`config.mk`:
```
export PLATFORM = sky130hd
export DESIGN_NAME = multi_channel_pulse_rate_meter_flat
export DESIGN_NICKNAME = d
export VERILOG_FILES = /design/src/rtl/mcprm_pkg.sv /design/src/rtl/mcprm_if.sv /design/src/rtl/mcprm_core.sv /design/src/rtl/multi_channel_pulse_rate_meter.sv /design/src/flat_wrapper.sv
export SDC_FILE = /design/constraint.sdc
export NUM_CORES = 1
export LEC_CHECK = 0
export BUFFER_PORTS_ARGS = -buffer_cell sky130_fd_sc_hd__buf_2
export CORE_MARGIN = 1.5
export CORE_UTILIZATION = 55
export CTS_CLUSTER_SIZE = 12
export DETAILED_ROUTE_END_ITERATION = 10
export GPL_ROUTABILITY_DRIVEN = 1
export PLACE_DENSITY = 0.72
export SLEW_MARGIN = 20
export SYNTH_ARGS = -nofsm -noshare
export SYNTH_HDL_FRONTEND = slang
export SYNTH_SLANG_ARGS = --single-unit
```
`constraint.sdc`:
```
create_clock -name clk -period 16.9 [get_ports clk]
set_clock_uncertainty 0.1 [all_clocks]
set_input_delay 3.38 -clock clk [delete_from_list [all_inputs] [get_ports clk]]
set_output_delay 3.38 -clock clk [all_outputs]
set_load 0.01 [all_outputs]
```
`src/rtl/mcprm_pkg.sv`:
```
// shared types and constants of the multi-channel pulse rate meter
package mcprm_pkg;

  localparam int unsigned CHANNELS_DEF = 4;
  localparam int unsigned COUNT_W      = 15;
  localparam int unsigned RATE_W       = 16;
  localparam int unsigned CD_W         = 16;
  localparam int unsigned TIMER_W      = 16;
  localparam int unsigned CH_W         = 2;

  localparam logic [COUNT_W-1:0] COUNT_LIMIT  = 15'h7FFF;
  localparam logic [TIMER_W-1:0] WINDOW_RESET = 16'd500;

  typedef enum logic [1:0] {
    FUNC_PULSE = 2'd0,
    FUNC_TICK  = 2'd1,
    FUNC_LOAD  = 2'd2
  } func_t;

  typedef struct packed {
    logic [1:0]      func;
    logic [CH_W-1:0] channel;
    logic [CD_W-1:0] countdown_value;
  } in_word_t;

  typedef struct packed {
    logic [RATE_W-1:0] rate;
    logic [CD_W-1:0]   countdown_left;
    logic              countdown_done;
    logic              window_closed;
  } out_word_t;

endpackage

```
`src/rtl/mcprm_if.sv`:
```
// valid/ready channel interfaces for input and result words
interface mcprm_in_if;
  import mcprm_pkg::*;

  logic                valid;
  logic                ready;
  logic [1:0]          func;
  logic [CH_W-1:0]     channel;
  logic [CD_W-1:0]     countdown_value;

  modport source (output valid, output func, output channel, output countdown_value,
                  input ready);
  modport sink   (input valid, input func, input channel, input countdown_value,
                  output ready);
endinterface

interface mcprm_out_if;
  import mcprm_pkg::*;

  logic                valid;
  logic                ready;
  logic [RATE_W-1:0]   rate;
  logic [CD_W-1:0]     countdown_left;
  logic                countdown_done;
  logic                window_closed;

  modport source (output valid, output rate, output countdown_left,
                  output countdown_done, output window_closed, input ready);
  modport sink   (input valid, input rate, input countdown_left,
                  input countdown_done, input window_closed, output ready);
endinterface

```
`src/rtl/mcprm_core.sv`:
```
// per-channel counters, countdowns, window timer and status lookup
module mcprm_core #(
  parameter int unsigned CHANNELS = mcprm_pkg::CHANNELS_DEF
) (
  input  logic                             clk,
  input  logic                             rst_n,
  input  logic                             cfg_wr_en,
  input  logic [mcprm_pkg::TIMER_W-1:0]    cfg_wr_data,
  input  logic                             fire,
  input  mcprm_pkg::in_word_t              word_in,
  output mcprm_pkg::out_word_t             word_out
);
  import mcprm_pkg::*;

  logic [COUNT_W-1:0] window_count_r   [CHANNELS];
  logic [COUNT_W-1:0] window_count_nxt [CHANNELS];
  logic [COUNT_W-1:0] previous_count_r   [CHANNELS];
  logic [COUNT_W-1:0] previous_count_nxt [CHANNELS];
  logic [RATE_W-1:0]  rate_store_r   [CHANNELS];
  logic [RATE_W-1:0]  rate_store_nxt [CHANNELS];
  logic [CD_W-1:0]    countdown_r   [CHANNELS];
  logic [CD_W-1:0]    countdown_nxt [CHANNELS];
  logic [TIMER_W-1:0] window_timer_r;
  logic [TIMER_W-1:0] window_timer_nxt;
  logic [TIMER_W-1:0] window_ticks_r;
  logic [TIMER_W-1:0] timer_inc;

  logic ch_valid;
  logic is_pulse;
  logic is_tick;
  logic is_load;
  logic closed;

  always_comb begin
    ch_valid = 32'(word_in.channel) < CHANNELS;
    is_pulse = 1'b0;
    is_tick  = 1'b0;
    is_load  = 1'b0;
    case (word_in.func)
      FUNC_PULSE: is_pulse = 1'b1;
      FUNC_TICK:  is_tick  = 1'b1;
      FUNC_LOAD:  is_load  = 1'b1;
      default:    ;
    endcase

    timer_inc = (window_timer_r < window_ticks_r) ? window_timer_r + 1'b1 : window_timer_r;
    closed    = is_tick && (timer_inc >= window_ticks_r);
    if (!is_tick) begin
      window_timer_nxt = window_timer_r;
    end else if (closed) begin
      window_timer_nxt = '0;
    end else begin
      window_timer_nxt = timer_inc;
    end

    word_out.rate           = '0;
    word_out.countdown_left = '0;
    word_out.countdown_done = 1'b0;
    word_out.window_closed  = closed;

    for (int c = 0; c < CHANNELS; c++) begin
      window_count_nxt[c]   = window_count_r[c];
      previous_count_nxt[c] = previous_count_r[c];
      rate_store_nxt[c]     = rate_store_r[c];
      countdown_nxt[c]      = countdown_r[c];
      if (closed) begin
        rate_store_nxt[c]     = RATE_W'(previous_count_r[c]) + RATE_W'(window_count_r[c]);
        previous_count_nxt[c] = window_count_r[c];
        window_count_nxt[c]   = '0;
      end
      if (ch_valid && 32'(word_in.channel) == c) begin
        if (is_pulse) begin
          if (window_count_r[c] < COUNT_LIMIT) begin
            window_count_nxt[c] = window_count_r[c] + 1'b1;
          end
          if (countdown_r[c] != '0) begin
            countdown_nxt[c] = countdown_r[c] - 1'b1;
          end
        end
        if (is_load) begin
          countdown_nxt[c] = word_in.countdown_value;
        end
        word_out.rate           = rate_store_nxt[c];
        word_out.countdown_left = countdown_nxt[c];
        word_out.countdown_done = (countdown_nxt[c] == '0);
      end
    end
  end

  always_ff @(posedge clk) begin
    if (!rst_n) begin
      for (int c = 0; c < CHANNELS; c++) begin
        window_count_r[c]   <= '0;
        previous_count_r[c] <= '0;
        rate_store_r[c]     <= '0;
        countdown_r[c]      <= '0;
      end
      window_timer_r <= '0;
      window_ticks_r <= WINDOW_RESET;
    end else begin
      if (cfg_wr_en) begin
        window_ticks_r <= cfg_wr_data;
      end
      if (fire) begin
        for (int c = 0; c < CHANNELS; c++) begin
          window_count_r[c]   <= window_count_nxt[c];
          previous_count_r[c] <= previous_count_nxt[c];
          rate_store_r[c]     <= rate_store_nxt[c];
          countdown_r[c]      <= countdown_nxt[c];
        end
        window_timer_r <= window_timer_nxt;
      end
    end
  end

endmodule

```
`src/rtl/multi_channel_pulse_rate_meter.sv`:
```
// top level of the multi-channel pulse rate meter
// Takes one word per clock while the result side is taking words and returns one
// result word per input word, in order. A word is captured into an input register,
// processed by the channel update logic and held in a result register; the
// pipeline stalls only while a result waits. Closing a window updates all channels
// in that single cycle. cfg_wr_en writes the window period (reset 500 ticks).
module multi_channel_pulse_rate_meter #(
  parameter int unsigned CHANNELS = mcprm_pkg::CHANNELS_DEF
) (
  input  logic                          clk,
  input  logic                          rst_n,
  input  logic                          cfg_wr_en,
  input  logic [mcprm_pkg::TIMER_W-1:0] cfg_wr_data,
  mcprm_in_if.sink                      in_if,
  mcprm_out_if.source                   out_if
);
  import mcprm_pkg::*;

  logic      in_vld_r;
  logic      in_vld_nxt;
  in_word_t  in_word_r;
  logic      out_vld_r;
  logic      out_vld_nxt;
  out_word_t out_word_r;
  out_word_t result;
  logic      advance;
  logic      in_take;

  // stage moves when the result register is free or being emptied
  assign advance   = in_vld_r && (!out_vld_r || out_if.ready);
  assign in_if.ready = !in_vld_r || advance;
  assign in_take   = in_if.valid && in_if.ready;

  always_comb begin
    in_vld_nxt = in_vld_r;
    if (in_take) begin
      in_vld_nxt = 1'b1;
    end else if (advance) begin
      in_vld_nxt = 1'b0;
    end
    out_vld_nxt = out_vld_r;
    if (advance) begin
      out_vld_nxt = 1'b1;
    end else if (out_if.ready) begin
      out_vld_nxt = 1'b0;
    end
  end

  mcprm_core #(
    .CHANNELS (CHANNELS)
  ) u_core (
    .clk         (clk),
    .rst_n       (rst_n),
    .cfg_wr_en   (cfg_wr_en),
    .cfg_wr_data (cfg_wr_data),
    .fire        (advance),
    .word_in     (in_word_r),
    .word_out    (result)
  );

  always_ff @(posedge clk) begin
    if (!rst_n) begin
      in_vld_r  <= 1'b0;
      out_vld_r <= 1'b0;
    end else begin
      in_vld_r  <= in_vld_nxt;
      out_vld_r <= out_vld_nxt;
    end
  end

  always_ff @(posedge clk) begin
    if (in_take) begin
      in_word_r.func            <= in_if.func;
      in_word_r.channel         <= in_if.channel;
      in_word_r.countdown_value <= in_if.countdown_value;
    end
    if (advance) begin
      out_word_r <= result;
    end
  end

  assign out_if.valid          = out_vld_r;
  assign out_if.rate           = out_word_r.rate;
  assign out_if.countdown_left = out_word_r.countdown_left;
  assign out_if.countdown_done = out_word_r.countdown_done;
  assign out_if.window_closed  = out_word_r.window_closed;

endmodule
```
`src/flat_wrapper.sv`:
```
// flat-port wrapper written by rule: the top's interface ports become plain ports
module multi_channel_pulse_rate_meter_flat import mcprm_pkg::*;
#(
  parameter int unsigned CHANNELS = mcprm_pkg::CHANNELS_DEF
)
  (clk, rst_n, cfg_wr_en, cfg_wr_data, in_if_valid, in_if_func, in_if_channel, in_if_countdown_value, in_if_ready, out_if_valid, out_if_rate, out_if_countdown_left, out_if_countdown_done, out_if_window_closed, out_if_ready);
  mcprm_in_if in_if_i ();
  mcprm_out_if out_if_i ();
  input  logic clk;
  input  logic rst_n;
  input  logic cfg_wr_en;
  input  logic [mcprm_pkg::TIMER_W-1:0] cfg_wr_data;
  input wire logic [$bits(in_if_i.valid)-1:0] in_if_valid;
  input wire logic [$bits(in_if_i.func)-1:0] in_if_func;
  input wire logic [$bits(in_if_i.channel)-1:0] in_if_channel;
  input wire logic [$bits(in_if_i.countdown_value)-1:0] in_if_countdown_value;
  output wire logic [$bits(in_if_i.ready)-1:0] in_if_ready;
  output wire logic [$bits(out_if_i.valid)-1:0] out_if_valid;
  output wire logic [$bits(out_if_i.rate)-1:0] out_if_rate;
  output wire logic [$bits(out_if_i.countdown_left)-1:0] out_if_countdown_left;
  output wire logic [$bits(out_if_i.countdown_done)-1:0] out_if_countdown_done;
  output wire logic [$bits(out_if_i.window_closed)-1:0] out_if_window_closed;
  input wire logic [$bits(out_if_i.ready)-1:0] out_if_ready;
  assign in_if_i.valid = in_if_valid;
  assign in_if_i.func = in_if_func;
  assign in_if_i.channel = in_if_channel;
  assign in_if_i.countdown_value = in_if_countdown_value;
  assign in_if_ready = in_if_i.ready;
  assign out_if_valid = out_if_i.valid;
  assign out_if_rate = out_if_i.rate;
  assign out_if_countdown_left = out_if_i.countdown_left;
  assign out_if_countdown_done = out_if_i.countdown_done;
  assign out_if_window_closed = out_if_i.window_closed;
  assign out_if_i.ready = out_if_ready;
  multi_channel_pulse_rate_meter #(.CHANNELS(CHANNELS)) u_core (.clk(clk), .rst_n(rst_n), .cfg_wr_en(cfg_wr_en), .cfg_wr_data(cfg_wr_data), .in_if(in_if_i), .out_if(out_if_i));
endmodule
```
* After elaboration in Yosys (flattened, before gate mapping)
Memory sizes are Yosys's and may differ from the RTL's. Cells that the tools add are included.
Storage, ports and cells: register bits 88, latch bits 0, memory bits (writable) 248, ROM bits 0, input bits 41, output and inout port bits 36, logic and storage cells 152, memories kept 4
Memories:
- u_core.u_core.countdown_r | depth 4, bits a word 16, rd ports 4, clocked after memory_dff 0, write ports 4, line mcprm_core.sv:21 | logic [CD_W-1:0] countdown_r [CHANNELS];
- u_core.u_core.rate_store_r | depth 4, bits a word 16, rd ports 4, clocked after memory_dff 0, write ports 4, line mcprm_core.sv:19 | logic [RATE_W-1:0] rate_store_r [CHANNELS];
- u_core.u_core.previous_count_r | depth 4, bits a word 15, rd ports 4, clocked after memory_dff 0, write ports 4, line mcprm_core.sv:17 | logic [COUNT_W-1:0] previous_count_r [CHANNELS];
- u_core.u_core.window_count_r | depth 4, bits a word 15, rd ports 4, clocked after memory_dff 0, write ports 4, line mcprm_core.sv:15 | logic [COUNT_W-1:0] window_count_r [CHANNELS];
Cells by class: add/subtract/negate cells 13, multiply operators 0, div/mod/pow operators 0, magnitude comparators 6, eq/ne operators 5, shift operators 0, mux-type cells 77, bitwise operators 16, reduce and logical (&&, ||, !) cells 20
Operators with widths (number):
- 16-bit two-way mux | 34
- 15-bit two-way mux | 28
- 33-bit two-way mux | 4
- 15-bit by 15-bit adder with 16-bit output | 4
- 16-bit zero test | 4
- 16-bit nonzero test | 4
- 16-bit by 1-bit subtractor with 16-bit output, second input constant | 4
- 15-bit by 1-bit adder with 15-bit output, second input constant | 4
- 15-bit < comparator, second input constant | 4
- 16-bit by 1-bit adder with 16-bit output, second input constant | 1
- 16-bit greater-or-equal comparator | 1
- 16-bit < comparator | 1
- 1-bit OR | 16
- 1-bit two-way mux | 11
- 2-bit == test, second input constant | 3
- 2-bit by 1-bit == test with 1-bit output, second input constant | 2
- 2-bit zero test | 2
- 2-bit nonzero test | 2
- 1-bit logical AND | 3
- 1-bit zero test | 2
- 1-bit logical OR | 2
- 2-bit AND reduction | 1

* Longest topological paths before layout
Gate-level depths: netlist of the first run. An unclocked memory read counts as a cell.
depth after elaboration 11, gate-level depth with buffers 23, gate-level depth less buffers 20

* Cells and area by module
A second synthesis of the first run with hierarchy kept.
Unflattened totals: cells, all modules 2123, area, all modules 20682.3 µm²
Modules (own cells, without submodules):
- mcprm_core | instances 1, cells an instance 2060, area each 18956.9 µm²
- multi_channel_pulse_rate_meter | instances 1, cells an instance 63, area each 1725.4 µm²

* Worst setup path before layout of the first run
OpenSTA, ideal clock, no wires.
path kind in2reg, start input port out_if_ready, end memory u_core.u_core.previous_count_r[0][0] (enable), library setup time 0.561 ns, arrival 8.080 ns, required time 16.239 ns, slack 8.160 ns, stages on the path 5, buffers on the path 0, path through nor2b_1 > nand2b_1 > inv_1 > nand2_1 > o21ai_0
RTL lines:
- start, declared | line flat_wrapper.sv:23 | input wire logic [$bits(out_if_i.ready)-1:0] out_if_ready;
- end, declared | line mcprm_core.sv:17

* Final worst setup path of the first run
start input port out_if_ready, end output port in_if_ready
Between the ends: longest elaborated chain between the ends 3
Ends and longest elaborated chain:
- 1-bit logical OR | line multi_channel_pulse_rate_meter.sv:30 | assign advance = in_vld_r && (!out_vld_r || out_if.ready);
- 1-bit logical AND | line multi_channel_pulse_rate_meter.sv:30
- 1-bit logical OR | line multi_channel_pulse_rate_meter.sv:31 | assign in_if.ready = !in_vld_r || advance;
- end, declared | line flat_wrapper.sv:17 | output wire logic [$bits(in_if_i.ready)-1:0] in_if_ready;
Every way passes these cells.

==> summary by stage, run 1 <==
Worst setup path
The maximum net fanout on the critical path is 4. Setup slack on the worst reg-to-reg path comes out at 11.01 ns. The type of element launching the critical path is a primary input. The worst setup path is captured at an output port. The worst endpoint required time is 13.42 ns. The endpoint identified for the worst register-to-register timing path is u_core.out_if.rate[7]$_DFFE_PP_. Measured in cells, the most critical reg-to-reg path has a length of 17.

The worst setup path is of the in2out kind. The launch instance of the worst register-to-register path is u_core.u_core.window_timer_r[5]$_SDFFE_PN0P_. The most critical setup path has its startpoint at out_if_ready. In this run the worst setup path terminates at in_if_ready. Data on the critical path arrives at its endpoint at 3.95 ns.

Clock network
Clock latency on the worst-skew pair, taken at its later pin, is 0.56 ns. The total clock buffers created by CTS is 38. The clock edge transition at the registers on the reported setup and hold paths is 0.06 ns.

In this run the number of H-tree levels came out at 2. CTS saw 336 sinks. The count of hold-fix buffers inserted at cts is 0. The CTS root buffer is clkbuf_16. The TritonCTS clock tree is done. Counting along the longest clock path gives a buffer depth of 3. After clock tree synthesis, the setup repair step added 0 buffers. The number of instances resized during post-cts repair is 0.

Min path
Counting instances, the worst hold path has a depth of 2. The kind of path behind the tightest hold check is reg2reg.

Final layout
The share of final-layout standard cells stronger than drive strength 1 is 0.108. The library cells used most frequently in the layout, excluding fill and tap cells, are edfxtp_1, nor2_1, nand2_1. The synthesis-to-finish area growth is 9.47%.

The library cell used most frequently in the layout, excluding fill and tap cells, is edfxtp_1. The fill cell total of the finished layout is 3245. The net count reported at finish is 2368.

Floorplan
The core region is 38600 um2. The die covers 40400 um2. The die outline height is 201 um.

The die is 201 um wide. The initial utilization of the core area, before any placement, comes to 0.558. The floorplan has 72 rows. The I/O pin count is 77.

Power and ir drop
The fraction of power consumed by the clock network is 0.386. The highest ir drop seen on vdd is 76.7 uV. Of the total power, registers draw 0.466. The proportion of power drawn by combinational gates is 0.149. The net switching power of the design is 0.585 mW. The switching power share of the total is 0.274. Summed over all cells, the static leakage comes to 9.10 nW.

The power per cell area is 90.7 nW/um2. The design internal power is 1.55 mW.

Drt
The routed layout has 18000 vias. For this run, the detailed router's first-pass iteration total came to 5. The count of routing violations after the opening detailed-route iteration is 1646. The wire length after detailed routing is 60600 um. The antenna violation net count after detailed routing is 0.

The residual DRC count is 0. The post-detailed-route wirelength per cell is 21.9 um. Using the TritonRoute via totals, the vias-per-cell ratio works out to 6.48.

Logic synthesis
The number of synthesized register bits is 336. The Yosys step of the flow raised 0 warnings. The unique cell type count in the Yosys netlist is 92. The netlist area before placement is 21600 um2. Among all flip-flop cells after synthesis, the most frequent one is edfxtp_1. The synthesized area divided by synthesized cell count is 9.84 um2.

The portion of the post-synthesis area used by sequential elements is 0.452. For this run, asynchronously set or reset flops after synthesis account for 0. The synthesized design contains 302 enable-type register cells. Counting every net in the synthesized netlist gives 2336. After technology mapping, the gate count stands at 2190.

Global routing
The global router's overall resource usage is 0.298. The initial antenna violation count is 0. The number of global-route vias before repair is 17000. For this run the aggregate overflow at the end of global routing stands at 0.

Entering global routing, the biggest net connects 88 pins. The global-route wire length before repair is 95500 um.

STA
The final setup slack of the worst path is 9.47 ns. The setup TNS is 0 ns. Setup repair after global routing left no endpoint under its margin. For the pin with the worst max-slew slack, the measured transition is 1.04 ns. The minimum clock period is 7.43 ns. The final hold violation count was 0. The share of the clock period used by the worst path after layout is 0.440. The total count of max-transition violations in the final report is 0. Headroom to the max-slew limit came out at 0.307. The timing-limited maximum frequency is 0.135 GHz. Setup violations remaining at the end of the flow were counted as 0.

Placement
At the end of routability-driven placement, the weighted congestion stood at 0.946. The count of buffers added on input and output ports is 76. The half-perimeter wire length after placement is 41700 um. The worst slack at placement is 9.46 ns.

Run status
The run finished with clean final reports.

Flow run
The number of violations of the max-capacitance limit is 0.
[per-stage QoR]
step / std cells / hold slack, ns / power (mW) / cell area (um2) / utilization
after global placement: 2700 / 0.400 / 1.31 / 22400 / 0.579
after CTS: 2769 / 0.418 / 2.14 / 23600 / 0.610
after detailed placement: 2700 / 0.405 / 1.32 / 22400 / 0.579
after global routing: 2769 / 0.458 / 2.21 / 23600 / 0.611
after floorplan: 2190 / 0.383 / 1.22 / 21600 / -
final: 2770 / 0.417 / 2.14 / 23600 / 0.611
[final cells by class]
type                       instances  area (um2)  share of cell area
tap                              518         648              0.0275
inverter                          78         293              0.0124
clock buffer                      56        1060              0.0451
clock inverter                    13         139             0.00588
multi-input combinational       1665       11100               0.471
sequential                       336        9750               0.413
timing repair buffer             103         583              0.0247
antenna                            1        2.50            0.000106
[kinds of logic after synthesis]
family | synth area share
flops | 0.452
compound gates | 0.155
fa+ha+maj | 0.0623
mux | 0.0447
buf+inv | 0.0345
xor+xnor | 0.0236
simple gates | 0.228
[state kept, by name, summed over array words and instances, names as in the netlist]
register and flops:
u_core.u_core.rate_store_r 64, u_core.in_word_r 20, u_core.out_if.countdown_done 1, u_core.u_core.window_ticks_r 16
u_core.out_if.valid 1, u_core.out_if.rate 16, u_core.out_if.countdown_left 16, u_core.u_core.window_timer_r 16
u_core.u_core.previous_count_r 60, u_core.out_if.window_closed 1, u_core.u_core.countdown_r 64, u_core.u_core.window_count_r 60
u_core.in_vld_r 1
[worst max-delay path, stage by stage]
cell and delay, ns:
buf_2 0.09, nor2b_1 0.21, nand2_1 0.11, buf_2 0.15
[Yosys cell counts (all sizes together) (40+ instances only)]
cell / count / area (um2)
nor3: 56 / 280
a21oi: 120 / 601
clkbuf: 93 / 353
a31oi: 40 / 263
nor2: 229 / 860
nand2: 133 / 499
nand3: 68 / 340
ha: 101 / 1260
mux2i: 42 / 420
inv: 76 / 285
o21ai: 118 / 591
and3: 92 / 576
and2: 87 / 546
edfxtp: 302 / 9070
[worst min path at each step]
| stage | start | to | slack (ns) |
|---|---|---|---|
| after floorplan | u_core.u_core.window_ticks_r[10]$_SDFFE_PN0P_ | u_core.u_core.window_ticks_r[10]$_SDFFE_PN0P_ | 0.38 |
| after global placement | u_core.u_core.window_ticks_r[9]$_SDFFE_PN0P_ | u_core.u_core.window_ticks_r[9]$_SDFFE_PN0P_ | 0.40 |
| after detailed placement | u_core.u_core.window_ticks_r[11]$_SDFFE_PN0P_ | u_core.u_core.window_ticks_r[11]$_SDFFE_PN0P_ | 0.40 |
| after CTS | u_core.u_core.window_ticks_r[11]$_SDFFE_PN0P_ | u_core.u_core.window_ticks_r[11]$_SDFFE_PN0P_ | 0.42 |
| after global routing | u_core.u_core.window_timer_r[9]$_SDFFE_PN0P_ | u_core.u_core.window_timer_r[9]$_SDFFE_PN0P_ | 0.46 |
| final | u_core.u_core.window_ticks_r[11]$_SDFFE_PN0P_ | u_core.u_core.window_ticks_r[11]$_SDFFE_PN0P_ | 0.42 |
[metal layers]
layer	vias up	share of wire	global-route usage
met5	-	0	0
met4	0	0.024	0.0878
met3	100	0.088	0.0594
met2	782	0.45	0.463
met1	8679	0.44	0.424
li1	8397	-	-
[power by group through the flow]
stage | sequential [mW] | clock [mW] | combinational [mW]
after floorplan | 1.01 | 0 | 0.212
after global routing | 1.00 | 0.862 | 0.346
final | 0.996 | 0.825 | 0.318
after global placement | 1.01 | 0 | 0.304
after CTS | 0.995 | 0.834 | 0.313
after detailed placement | 1.01 | 0 | 0.310
Power figures use the tool's default switching activity.
==> run 2: changes to the inputs <==
Clock period 16.9 ns to 7.5 ns, I/O delays scaled along.
==> summary by stage, run 2 (synthesized netlist as in run 1, its figures left out) <==
Drt
The post-detailed-route wirelength per cell is 22.6 um (was 21.9 um). The detailed-router iteration count before antenna repair is 6 (was 5). The count of routing violations after the opening detailed-route iteration is 2035 (was 1646).

The antenna violation net count after detailed routing is 0 (unchanged). The via count is 18200 (was 18000). The wire length after detailed routing is 62700 um (was 60600 um).

The residual DRC count is 0 (unchanged). The vias per cell is 6.53 (was 6.48).

Placement
The half-perimeter wire length after placement was 43800 um (was 41700 um). The final RePlAce weighted congestion is 0.942 (was 0.946). The total of buffers placed on input and output ports is 76 (unchanged). The worst slack at placement is 2.05 ns (was 9.46 ns).

Global routing
The number of global-route vias before repair is 17300 (was 17000). The maximum number of pins on one net before global-route repair is 94 (was 88). The global-route wire length before repair is 97900 um (was 95500 um). The global router's overall resource usage is 0.309 (was 0.298). The initial antenna violation count is 1 (was 0). The leftover overflow at the end of global routing is 0 (unchanged).

Power and ir drop
The cell leakage power is 9.21 nW (was 9.10 nW). The net switching power of the design is 1.37 mW (was 0.585 mW). The switching power share of the total is 0.269 (was 0.274). The share of total power in sequential cells was 0.444 (was 0.466). The power per cell area came to 213 nW/um2 (was 90.7 nW/um2). The design internal power is 3.71 mW (was 1.55 mW). The highest ir drop seen on vdd is 175 uV (was 76.7 uV). The fraction of power consumed by the clock network came to 0.414 (was 0.386). The proportion of power drawn by combinational gates is 0.143 (was 0.149).

STA
The final setup slack of the worst path was 2.01 ns (was 9.47 ns). The setup TNS was 0 ns (unchanged). The number of failing setup endpoints in the final timing report is 0 (unchanged). The actual transition at the worst max-transition pin is 1.00 ns (was 1.04 ns). RSZ-0062 raised after global routing: false (unchanged).

Of the available clock period, the critical path in the final layout requires 0.732. The final hold violation count was 0 (unchanged). The total count of max-transition violations in the final report is 0 (unchanged). The max-slew headroom at the worst pin is 0.325 (was 0.307).

For the finished layout, the period the worst path requires is 5.49 ns. The timing-limited maximum frequency is 0.182 GHz.

Worst setup path
The arrival time at the worst endpoint is 5.67 ns (was 3.95 ns). The launch instance of the worst register-to-register path is u_core.u_core.window_timer_r[9]$_SDFFE_PN0P_ (was u_core.u_core.window_timer_r[5]$_SDFFE_PN0P_). The maximum net fanout on the critical path came to 93 (was 4). The type of element launching the critical path is a register (was primary input). The startpoint of the worst setup timing path is u_core.u_core.window_timer_r[9]$_SDFFE_PN0P_ (was out_if_ready). The maximum single-stage delay on the critical path is 0.77 ns (was 0.21 ns). The sort of element at the end of the critical path is a register (was output port). The worst endpoint required time is 7.69 ns (was 13.42 ns). The library cell contributing the largest single delay on the critical path was buf_4 (was nor2b_1). The critical path class is reg2reg (was in2out). Series of cell instances along the critical path: ha_1 -> a21oi_1 -> nor2b_1 -> o21ai_0 -> a21oi_1 -> o31ai_1 -> buf_4 -> nand3_1 -> nor2_1 -> xor2_1 -> ha_1 -> and3_1 -> a221oi_1 -> o221ai_1 -> a21oi_4 -> buf_4 -> or3_1 -> mux2i_1 -> a311oi_1 -> o221ai_1 (was buf_2 -> nor2b_1 -> nand2_1 -> buf_2).

Floorplan
The initial core utilization was 0.558 (unchanged). The full die area is 40400 um2 (unchanged). The width of the die is 201 um (unchanged). The row count is 72 (unchanged).

The die outline height was 201 um (unchanged). The I/O pin count is 77 (unchanged). The area of the core region is 38600 um2 (unchanged).

Clock network
The CTS root buffer is clkbuf_16 (unchanged). The insertion delay to the later sink of the worst-skew pair came to 0.57 ns (was 0.56 ns). The number of setup buffers added after CTS is 0 (unchanged). The count of hold-fix buffers inserted at cts is 0 (unchanged). The clock edge transition at the registers on the reported setup and hold paths was 0.06 ns (about the same). The total clock buffers created by CTS is 40 (was 38). The number of instances resized during post-cts repair is 0 (unchanged). The largest buffer count on any clock path is 3 (unchanged). The clock net sink count is 336 (unchanged). The TritonCTS clock tree is done (unchanged). The maximum level of the CTS H-tree came to 2 (unchanged).

Final layout
The final design utilization is 0.617 (was 0.611). The synthesis-to-finish area growth came to 10.6% (was 9.47%). The net count reported at finish is 2375 (was 2368). Registers with the highest flip-flop counts: u_core.u_core.countdown_r x64, u_core.u_core.rate_store_r x64 (unchanged). Commonest non-fill, non-tap cells in the layout: edfxtp_1, nor2_1, nand2_1 (unchanged). The share of final-layout standard cells stronger than drive strength 1 is 0.113 (was 0.108). The most common library cell in the layout ignoring fill and taps is edfxtp_1 (unchanged).

Run status
Result of the run: finished clean (unchanged).

Min path
The kind of path behind the tightest hold check is reg2reg (unchanged). The hold path startpoint is u_core.u_core.window_ticks_r[9]$_SDFFE_PN0P_ (was u_core.u_core.window_ticks_r[11]$_SDFFE_PN0P_).

Flow run
The number of violations of the max-capacitance limit is 0 (unchanged).
==> run 2: cell count changes in the layout (fill, tap and decap cells not counted), moves of 3 or more <==
| cell | previous run | this run |
|---|---|---|
| bufinv_16 | 3 | 7 |
| clkbuf_16 | 39 | 42 |
| buf_4 | 27 | 32 |
| clkbuf_1 | 13 | 7 |
==> run 2: critical path: cells and delay by family (launching register included) <==
kind / cells / cell delay [ns]
buffers and inverters: 2 / 1.01
xor gates and xnor gates: 1 / 0.17
and+or+nand+nor: 5 / 0.82
muxes: 1 / 0.06
adders and majority gates: 2 / 0.55
DFF: 1 / 0.42
AOI/OAI and AO/OA: 9 / 2.01
==> run 2: final cells by class <==
cell class | instances | area (um2)
Multi-Input combinational cell | 1665 | 11100
Clock buffer | 52 | 1120
Clock inverter | 20 | 287
Antenna cell | 2 | 5.00
Tap cell | 518 | 648
Fill cell | 3198 | 14800
Sequential cell | 336 | 9750
Inverter | 78 | 293
Timing Repair Buffer | 108 | 621
==> run 2: through the flow <==
step / hold WS [ns] / instance area [um2] / power (mW) / cells
2_1_floorplan: 0.383 / 21600 / 2.74 / 2190
6_report: 0.414 / 23800 / 5.08 / 2779
3_3_place_gp: 0.397 / 22400 / 2.98 / 2705
4_1_cts: 0.420 / 23800 / 5.08 / 2777
3_5_place_dp: 0.403 / 22400 / 2.99 / 2705
5_1_grt: 0.445 / 23800 / 5.23 / 2777
==> run 2: layer usage <==
layer,up-vias,routed length [um],global-route usage
li1,8422,-,-
met1,8781,27200,0.444
met2,822,28000,0.467
met3,129,5450,0.0570
met4,0,2040,0.116
met5,-,0,0
==> run 2: worst paths after layout <==
| path | endpoint | slack (ns) | depth (start not counted) |
|---|---|---|---|
| setup / recovery | u_core.out_if.rate[14]$_DFFE_PP_ | 2.01 | 20 |
| hold / removal | u_core.u_core.window_ticks_r[9]$_SDFFE_PN0P_ | 0.41 | 2 |
| setup reg to reg | u_core.out_if.rate[14]$_DFFE_PP_ | 2.01 | 20 |
| hold reg to reg | u_core.u_core.window_ticks_r[9]$_SDFFE_PN0P_ | 0.41 | 2 |
==> run 2: power groups by stage <==
stage	registers (mW)	logic (mW)	clock network (mW)
4_1_cts	2.25	0.709	2.12
3_5_place_dp	2.29	0.704	0
2_1_floorplan	2.27	0.477	0
6_report	2.25	0.723	2.10
3_3_place_gp	2.28	0.694	0
5_1_grt	2.27	0.783	2.18
